--- src/sv/sacl_pkg.sv ---
package sacl_pkg;

   // default table depth
   localparam int SACL_TABLE_DEPTH = 64;

   // fixed protocol constants
   localparam logic [7:0]  TCP_PROTOCOL     = 8'd6;
   localparam logic [15:0] PORT_AFTER_RESET = 16'd22;

   // operation codes
   localparam logic [1:0] OP_CHECK = 2'd0;
   localparam logic [1:0] OP_BLOCK = 2'd1;
   localparam logic [1:0] OP_ALLOW = 2'd2;

   // result status codes
   localparam logic [2:0] STAT_CHECK   = 3'd0;
   localparam logic [2:0] STAT_ADDED   = 3'd1;
   localparam logic [2:0] STAT_REMOVED = 3'd2;
   localparam logic [2:0] STAT_PRESENT = 3'd3;
   localparam logic [2:0] STAT_FULL    = 3'd4;

   // configuration register indexes
   localparam logic CSR_ALLOW_MODE   = 1'b0;
   localparam logic CSR_GUARDED_PORT = 1'b1;

   typedef struct packed {
      logic [1:0]  op;
      logic [31:0] address;
      logic [7:0]  protocol;
      logic [15:0] dest_port;
   } req_type;

   typedef struct packed {
      logic       accept;
      logic [2:0] update_status;
   } rsp_type;

   // broadcast from the controller to every cell
   typedef struct packed {
      logic        match_en;
      logic [31:0] key;
      logic        commit_add;
      logic        commit_remove;
      logic        tag;
   } cmd_type;

   // handed from each cell to its upper neighbor
   typedef struct packed {
      logic free_seen;
      logic hit_seen;
      logic hit_allowed;
   } chain_type;

   typedef enum logic {
      ST_IDLE,
      ST_DECIDE
   } state_type;

endpackage

--- src/sv/sacl_cell.sv ---
module sacl_cell (
   input  logic                clock,
   input  logic                reset,
   input  sacl_pkg::cmd_type   cmd,
   input  sacl_pkg::chain_type chain_in,
   output sacl_pkg::chain_type chain_out
);
   import sacl_pkg::*;

   logic        valid_ff, valid_in;
   logic        allowed_ff, allowed_in;
   logic [31:0] addr_ff, addr_in;
   logic        hit_ff, hit_in;
   logic        claim;

   // this cell is the lowest free one
   assign claim = !valid_ff && !chain_in.free_seen;

   // compare, remove and fill
   always_comb begin
      valid_in   = valid_ff;
      allowed_in = allowed_ff;
      addr_in    = addr_ff;
      hit_in     = hit_ff;
      if (cmd.match_en) begin
         hit_in = valid_ff && (addr_ff == cmd.key);
      end
      if (cmd.commit_remove && hit_ff) begin
         valid_in = 1'b0;
      end
      if (cmd.commit_add && claim) begin
         valid_in   = 1'b1;
         allowed_in = cmd.tag;
         addr_in    = cmd.key;
      end
   end

   // chain toward the upper neighbor
   always_comb begin
      chain_out.free_seen   = chain_in.free_seen | !valid_ff;
      chain_out.hit_seen    = chain_in.hit_seen | hit_ff;
      chain_out.hit_allowed = chain_in.hit_allowed | (hit_ff & allowed_ff);
   end

   // control state
   always_ff @(posedge clock) begin
      if (reset) begin
         valid_ff <= 1'b0;
         hit_ff   <= 1'b0;
      end else begin
         valid_ff <= valid_in;
         hit_ff   <= hit_in;
      end
   end

   // entry payload
   always_ff @(posedge clock) begin
      allowed_ff <= allowed_in;
      addr_ff    <= addr_in;
   end

endmodule

--- src/sv/ssh_source_ip_acl_filter.sv ---
// an accepted item waits in the decide state while the output holds an untaken result,
//    then its result is registered; the next item is taken only after the match step
//    over all cells followed by the decide and write-back step
// a waiting result does not block the next item; it holds one item in flight
// reset (synchronous): all table entries invalid, block-list mode, guarded port 22
module ssh_source_ip_acl_filter #(
   parameter int TABLE_DEPTH = sacl_pkg::SACL_TABLE_DEPTH
) (
   input  logic              clock,
   input  logic              reset,
   input  logic              req_valid,
   output logic              req_ready,
   input  sacl_pkg::req_type req_data,
   output logic              rsp_valid,
   input  logic              rsp_ready,
   output sacl_pkg::rsp_type rsp_data,
   input  logic              csr_we,
   input  logic              csr_index,
   input  logic [15:0]       csr_wdata
);
   import sacl_pkg::*;

   state_type   state_ff, state_in;
   req_type     item_ff, item_in;
   rsp_type     rsp_ff, rsp_in;
   logic        rsp_valid_ff, rsp_valid_in;
   logic        mode_ff, mode_in;
   logic [15:0] port_ff, port_in;

   cmd_type     cmd;
   chain_type   chain [TABLE_DEPTH+1];
   chain_type   chain_end;

   logic        req_accept;
   logic        out_free;
   logic        is_check, is_update, want_allowed;
   logic        filtered, hit_any, hit_allowed, has_free;
   logic        verdict;
   logic [2:0]  status;
   logic        do_add, do_remove;

   // row of table cells
   assign chain[0] = '0;
   for (genvar i = 0; i < TABLE_DEPTH; i++) begin : g_cell
      sacl_cell u_cell (
         .clock     (clock),
         .reset     (reset),
         .cmd       (cmd),
         .chain_in  (chain[i]),
         .chain_out (chain[i+1])
      );
   end
   assign chain_end = chain[TABLE_DEPTH];

   assign req_ready  = (state_ff == ST_IDLE);
   assign req_accept = req_valid && req_ready;
   assign out_free   = !rsp_valid_ff || rsp_ready;

   // decode of the held item
   assign is_check     = (item_ff.op == OP_CHECK);
   assign is_update    = (item_ff.op == OP_BLOCK) || (item_ff.op == OP_ALLOW);
   assign want_allowed = (item_ff.op == OP_ALLOW);
   assign filtered     = (item_ff.protocol == TCP_PROTOCOL) && (item_ff.dest_port == port_ff);
   assign hit_any      = chain_end.hit_seen;
   assign hit_allowed  = chain_end.hit_allowed;
   assign has_free     = chain_end.free_seen;

   // verdict and update status
   always_comb begin
      verdict   = 1'b1;
      status    = STAT_CHECK;
      do_add    = 1'b0;
      do_remove = 1'b0;
      if (is_check) begin
         if (filtered) begin
            if (mode_ff) begin
               verdict = hit_any && hit_allowed;
            end else begin
               verdict = !(hit_any && !hit_allowed);
            end
         end
      end else if (is_update) begin
         if (hit_any) begin
            if (hit_allowed != want_allowed) begin
               status    = STAT_REMOVED;
               do_remove = 1'b1;
            end else begin
               status = STAT_PRESENT;
            end
         end else if (has_free) begin
            status = STAT_ADDED;
            do_add = 1'b1;
         end else begin
            status = STAT_FULL;
         end
      end
   end

   // broadcast to the cells
   always_comb begin
      cmd.match_en      = req_accept;
      cmd.key           = (state_ff == ST_IDLE) ? req_data.address : item_ff.address;
      cmd.commit_add    = (state_ff == ST_DECIDE) && out_free && do_add;
      cmd.commit_remove = (state_ff == ST_DECIDE) && out_free && do_remove;
      cmd.tag           = want_allowed;
   end

   // sequencer and output register
   always_comb begin
      state_in     = state_ff;
      item_in      = item_ff;
      rsp_in       = rsp_ff;
      rsp_valid_in = rsp_valid_ff && !rsp_ready;
      case (state_ff)
         ST_IDLE: begin
            if (req_accept) begin
               item_in  = req_data;
               state_in = ST_DECIDE;
            end
         end
         ST_DECIDE: begin
            if (out_free) begin
               rsp_in.accept        = verdict;
               rsp_in.update_status = status;
               rsp_valid_in         = 1'b1;
               state_in             = ST_IDLE;
            end
         end
         default: begin
            state_in = ST_IDLE;
         end
      endcase
   end

   // configuration writes
   always_comb begin
      mode_in = mode_ff;
      port_in = port_ff;
      if (csr_we) begin
         case (csr_index)
            CSR_ALLOW_MODE:   mode_in = csr_wdata[0];
            CSR_GUARDED_PORT: port_in = csr_wdata;
            default:          mode_in = mode_ff;
         endcase
      end
   end

   always_ff @(posedge clock) begin
      if (reset) begin
         state_ff     <= ST_IDLE;
         rsp_valid_ff <= 1'b0;
         mode_ff      <= 1'b0;
         port_ff      <= PORT_AFTER_RESET;
      end else begin
         state_ff     <= state_in;
         rsp_valid_ff <= rsp_valid_in;
         mode_ff      <= mode_in;
         port_ff      <= port_in;
      end
   end

   always_ff @(posedge clock) begin
      item_ff <= item_in;
      rsp_ff  <= rsp_in;
   end

   assign rsp_valid = rsp_valid_ff;
   assign rsp_data  = rsp_ff;

`ifndef SYNTHESIS
   // an accepted item moves on to the decide cycle
   a_accept_decide: assert property (@(posedge clock) disable iff (reset)
      req_accept |=> (state_ff == ST_DECIDE))
      else $error("accepted item did not reach decide");

   // decide with a free output register delivers and returns to idle
   a_decide_delivers: assert property (@(posedge clock) disable iff (reset)
      ((state_ff == ST_DECIDE) && out_free) |=> (rsp_valid_ff && (state_ff == ST_IDLE)))
      else $error("decide did not deliver a result");

   // drops only come from packet checks
   a_drop_is_check: assert property (@(posedge clock) disable iff (reset)
      (rsp_valid_ff && !rsp_ff.accept) |-> (rsp_ff.update_status == STAT_CHECK))
      else $error("update item dropped");

   // status code within range
   a_status_range: assert property (@(posedge clock) disable iff (reset)
      rsp_valid_ff |-> (rsp_ff.update_status <= STAT_FULL))
      else $error("status out of range");
`endif

endmodule

--- config.mk ---
export PLATFORM = sky130hd
export DESIGN_NAME = ssh_source_ip_acl_filter
export DESIGN_NICKNAME = d
export VERILOG_FILES = /design/src/sv/sacl_pkg.sv /design/src/sv/sacl_cell.sv /design/src/sv/ssh_source_ip_acl_filter.sv
export SDC_FILE = /design/constraint.sdc
export NUM_CORES = 2
export LEC_CHECK = 0
export BUFFER_PORTS_ARGS = -buffer_cell sky130_fd_sc_hd__buf_2
export CAP_MARGIN = 10
export CELL_PAD_IN_SITES_DETAIL_PLACEMENT = 1
export CELL_PAD_IN_SITES_GLOBAL_PLACEMENT = 1
export CORE_MARGIN = 5
export CORE_UTILIZATION = 54
export CTS_CLUSTER_SIZE = 12
export DETAILED_ROUTE_END_ITERATION = 8
export MAX_ROUTING_LAYER = met4
export PLACE_DENSITY = 0.81
export SYNTH_ARGS = -nofsm -noshare
export SYNTH_HDL_FRONTEND = slang
export SYNTH_SLANG_ARGS = --single-unit
--- constraint.sdc ---
create_clock -name clock -period 8.1 [get_ports clock]
set_input_delay 0.81 -clock clock [delete_from_list [all_inputs] [get_ports clock]]
set_output_delay 0.81 -clock clock [all_outputs]
set_load 0.05 [all_outputs]
# ---- Word level (Yosys, flattened, before mapping)
# Index checks and enable logic that the tools add are counted.
dict set report totals {
  ff_bits 2321
  wordCells 1203
}
dict set report op_classes {
  n_mux 146
  bitwise_logic 256
  n_eq_ne 69
  reduce_logical 466
}
# operator count
set op_table {}
lappend op_table {{32-bit == test} 64}
lappend op_table {{1-bit logical AND} 263}
lappend op_table {{1-bit bitwise OR} 189}
lappend op_table {{1-bit two-way mux} 142}
lappend op_table {{1-bit zero test} 130}
lappend op_table {{2-bit nonzero test} 64}
lappend op_table {{1-bit bitwise AND} 64}
lappend op_table {{32-bit two-way mux} 1}
lappend op_table {{16-bit == test} 1}
lappend op_table {{2-bit AND reduction} 5}
lappend op_table {{8-bit by 3-bit == test with 1-bit output (second input constant)} 1}
lappend op_table {{3-bit two-way mux} 2}
lappend op_table {{1-bit inverter} 3}
lappend op_table {{2-bit by 1-bit == test with 1-bit output (second input constant)} 1}
lappend op_table {{2-bit == test (second input constant)} 1}
lappend op_table {{2-bit zero test} 1}
lappend op_table {{1-bit logical OR} 2}
lappend op_table {{1-bit case mux with 2 select lines} 1}
lappend op_table {{2-bit OR reduction} 1}
lappend op_table {{1-bit != test} 1}

# ---- Logic depth before layout (Yosys ltp)
dict set report logic_depth {
  ltp_word 73
  mapped_depth 11
}

# ---- By module
# Synthesis repeated with hierarchy kept, for this count alone.
dict set report unflattened {
  cells_unflattened 5922
  hier_area_um2 95233.8
}
# mod n_inst area_each_um2 cells_per_inst
set by_module_without_submodules {}
lappend by_module_without_submodules {sacl_cell 64 1435.1 89}
lappend by_module_without_submodules {ssh_source_ip_acl_filter 1 3385.7 226}

# ---- Worst setup path after synthesis
# No wires, ideal clock.
dict set report synth_path {
  path_type {input -> register}
  startpoint {input rsp_ready}
  endpoint {register g_cell[58].u_cell.valid_ff}
  arrival_ps 5892
  path_stages 8
  path_slack_ps 2138
  required_time_ps 8030
  setup_ps 70
  n_path_buf 1
  path_cell_list {nand2b_1 > and2_1 > nor3b_1 > nand2_1 > or3_1 > clkbuf_1 > nor4_1 > a22o_1}
}
dict set report synth_via {
  elab_chain_len 5
  word_cells_on_any_way 8
}
# element line_no
set synth_rtl {}
lappend synth_rtl {{start, declared} ssh_source_ip_acl_filter.sv:15} ;# input logic rsp_ready,
lappend synth_rtl {{1-bit logical OR} ssh_source_ip_acl_filter.sv:57} ;# assign out_free = !rsp_valid_ff || rsp_ready;
lappend synth_rtl {{1-bit logical AND (2 in series)} ssh_source_ip_acl_filter.sv:103} ;# cmd.commit_add = (state_ff == ST_DECIDE) && out_free && do_add;
lappend synth_rtl {{1-bit logical AND} sacl_cell.sv:31} ;# if (cmd.commit_add && claim) begin
lappend synth_rtl {{1-bit two-way mux} sacl_cell.sv:31}
lappend synth_rtl {{named net g_cell[58].u_cell.valid_in} sacl_cell.sv:10} ;# logic valid_ff, valid_in;
lappend synth_rtl {{end signal, assigned} sacl_cell.sv:51} ;# valid_ff <= valid_in;
lappend synth_rtl {{end, declared} sacl_cell.sv:10}
# The timed path passes the listed nets, and every way through them passes these cells.
# A chain may end at the register's enable or synchronous reset.

# ---- Worst setup path after layout
dict set report layout_path {
  startpoint {register state_ff}
  endpoint {register g_cell[40].u_cell.hit_ff}
}
dict set report layout_via {
  elab_chain_len 3
  word_cells_on_any_way 5
}
# element line_no
set layout_rtl {}
lappend layout_rtl {{start, declared} ssh_source_ip_acl_filter.sv:23} ;# state_type state_ff, state_in;
lappend layout_rtl {{start signal, assigned} ssh_source_ip_acl_filter.sv:155} ;# state_ff <= state_in;
lappend layout_rtl {{32-bit two-way mux} ssh_source_ip_acl_filter.sv:102} ;# cmd.key = (state_ff == ST_IDLE) ? req_data.address : item_ff.address;
lappend layout_rtl {{32-bit == test} sacl_cell.sv:26} ;# hit_in = valid_ff && (addr_ff == cmd.key);
lappend layout_rtl {{1-bit logical AND} sacl_cell.sv:26}
lappend layout_rtl {{end signal, assigned} sacl_cell.sv:52} ;# hit_ff <= hit_in;
lappend layout_rtl {{end, declared} sacl_cell.sv:13} ;# logic hit_ff, hit_in;
# Several ways; a longest one is shown, not always the timed one.

==> impl_metrics.py <==
metrics = {
    "outcome": {
        "status": "finished clean",
    },
    "die": {
        "coreArea_mm2": 0.176,
        "start_util": 0.543,
        "die_w_um": 431,
        "std_cell_rows": 154,
        "die_area_mm2": 0.186,
        "die_h_um": 431,
        "num_io_pins": 86,
    },
    "clock_tree": {
        "cts.path.max_buffers": 3,
        "clock-sinks": 2321,
        "cts_buffers": 230,
        "cts_hold_buf": 0,
        "clk_latency_ns": 0.88,
        "cts_tree": "done",
        "post_cts_resize_count": 0,
        "cts_setup_buffers": 0,
        "cts_max_level": 4,
        "clkTransAtPathRegs_ns": 0.06,
        "cts_root_buffer": "clkbuf_16",
    },
    "placed_design": {
        "dpl_cell_area_mm2": 0.100,
        "dp.cells": 8293,
        "port_buffers": 85,
        "hpwlAfterDp_mm": 185,
        "place_ws_ns": 3.16,
        "place_congestion": 0.969,
    },
    "synth": {
        "ys_seq_area_frac": 0.713,
        "syn_area_mm2": 0.0956,
        "synthTopCellsByCount": "2174 x edfxtp_1, 1445 x xnor2_1, 604 x xor2_1",
        "syn_avg_cell_area_um2": 16.0,
        "synth_edf_count": 2174,
        "ys_top_cells_by_area": "edfxtp_1 68%, xnor2_1 13%, xor2_1 5.5%",
        "async_reset_ff_frac": 0,
        "yosysTopAreaCell": "edfxtp_1",
        "ys_warn_count": 0,
        "synth_flop_cell": "edfxtp_1",
        "synth_top_area_share": 0.683,
        "synth.most_common_cell": "edfxtp_1",
        "synth_cell_type_count": 54,
        "syn_nets": 6050,
        "yosys_register_bits": 2321,
        "synthCells": 5968,
    },
    "cells_and_area": {
        "layout.nets": 6267,
        "drive_above_1_share": 0.110,
        "stdcell_count": 8750,
        "fin_area_mm2": 0.107,
        "nFillCells": 15600,
        "final_core_util": 0.610,
        "area_growth_pct": 12.4,
    },
    "critical_path": {
        "setup.worst_path.class": "reg2reg",
        "r2r_setup_slack_ns": 2.89,
        "start_kind": "flip-flop",
        "slowest_delay_ns": 0.98,
        "crit_arrival_ns": 6.02,
        "worstPathCellList": "buf_4 > mux2i_4 > buf_12 > buf_4 > xnor2_1 > nor4_1 > nand4_1 > nor4_1 > nand4_1 > nand2_1",
        "slowest_stage": "nor4_1",
        "required_ns": 8.90,
        "crit_fanout": 48,
        "end_kind": "flip-flop",
    },
    "pwr": {
        "p_per_area_mw_per_mm2": 248,
        "report.power.total_mw": 26.7,
        "ir_worst_vdd_mv": 0.222,
        "p_leak_nw": 32.7,
    },
    "global_route": {
        "overflow": 0,
        "grt_max_degree": 68,
        "antenna_found_initial": 26,
        "grt_pass1_wl_mm": 490,
        "grt_pass1_vias": 61900,
        "track_usage": 0.390,
    },
    "timing": {
        "finalClockSkew_ns": 0.0426,
        "hold_viol": 0,
        "max_slew_margin": 0.112,
        "max_freq_ghz": 0.192,
        "finalSetupTns_ns": 0,
        "maxSlewViolCount": 0,
        "setup_slack_ns": 2.89,
        "period_needed_ns": 5.21,
        "hold_slack_ns": 0.124,
        "period_share": 0.644,
        "worst_slew_pin_slew_ns": 1.33,
        "setup_viol": 0,
        "grt_setup_unrepaired": "false",
    },
    "routing": {
        "drtIter0Drc": 10600,
        "wl_met3_mm": 47.2,
        "wirelength_met1_mm": 120,
        "wl_per_cell_um": 40.6,
        "drc_errors": 0,
        "wl_met2_mm": 164,
        "firstDrtPassIters": 6,
        "vias": 60600,
        "top_layer_used": "met4",
        "drt_wl_total_mm": 355,
        "drt-vias-per-instance": 6.92,
        "ant_nets": 0,
    },
    "job": {
        "drv_cap": 0,
    },
    "hold_path": {
        "worstHoldPathType": "in2reg",
    },
}
-- path summary, 6_finish.rpt --
kind / startpoint / endpoint / depth (start not counted)
max: state_ff$_SDFF_PP0_ / g_cell[40].u_cell.hit_ff$_SDFFE_PP0P_ / 10
min: req_data[56] / item_ff[56]$_DFFE_PP_ / 1
max reg2reg: state_ff$_SDFF_PP0_ / g_cell[40].u_cell.hit_ff$_SDFFE_PP0P_ / 10
min reg2reg: port_ff[9]$_SDFFE_PP0P_ / port_ff[9]$_SDFFE_PP0P_ / 2
-- report_power, final --
group          leakage [nW]  switching [mW]  internal [mW]
Combinational          8.45            2.23          0.707
Clock                  3.48            4.59           5.80
Sequential             20.8          0.0307           13.3
Total                  32.7            6.85           19.8
-- cell families after synthesis --
family | synth area share
multiplexers | 0.00357
flip-flops | 0.713
AND/OR/NAND/NOR | 0.0615
buffers and inverters | 0.0142
adder cells (fa/ha/maj) | 0.000262
XOR/XNOR | 0.188
AO/OA/AOI/OAI | 0.0195
-- area by class of cell --
cell class                      instances  area [um^2]  share of cell area
Inverter                               42          260             0.00242
Tap cell                             2340         2930              0.0272
Sequential cell                      2321        68200               0.635
Antenna cell                           30         75.1            0.000698
Timing Repair Buffer                  265         2070              0.0192
Multi-Input combinational cell       3325        26800               0.249
Clock buffer                          381         6790              0.0632
Clock inverter                         46          375             0.00349
-- flip-flops by register name (all words and copies together) (netlist names) --
| name | count |
|---|---|
| g_cell.u_cell.addr_ff | 2048 |
| g_cell.u_cell.allowed_ff | 64 |
| g_cell.u_cell.hit_ff | 64 |
| g_cell.u_cell.valid_ff | 64 |
| item_ff | 58 |
| mode_ff | 1 |
| port_ff | 16 |
| rsp_data | 4 |
| rsp_valid | 1 |
| state_ff | 1 |
-- metal layers --
layer | track usage | vias up
li1 | - | 22700
met1 | 0.487 | 31000
met2 | 0.598 | 5407
met3 | 0.0810 | 1452
met4 | 0.218 | 0
met5 | - | -
-- critical path: cells and delay by family (launching register included) --
kind,cells,cell delay (ns)
buf+inv,3,1.82
flops,1,0.80
simple gates,5,1.85
mux,1,0.35
xor+xnor,1,0.16
-- cell usage in the layout, fill, tap and decap left out, types with 71 or more instances in the layout --
master	count
clkbuf_16	237
buf_2	84
buf_4	158
xor2_1	604
xnor2_1	1445
a22o_1	76
nand2_1	74
nor3_1	71
clkbuf_1	112
nand4_1	273
dfxtp_1	146
edfxtp_1	2174
nor4_1	404
Note: power is estimated with default switching activity, not from simulation.
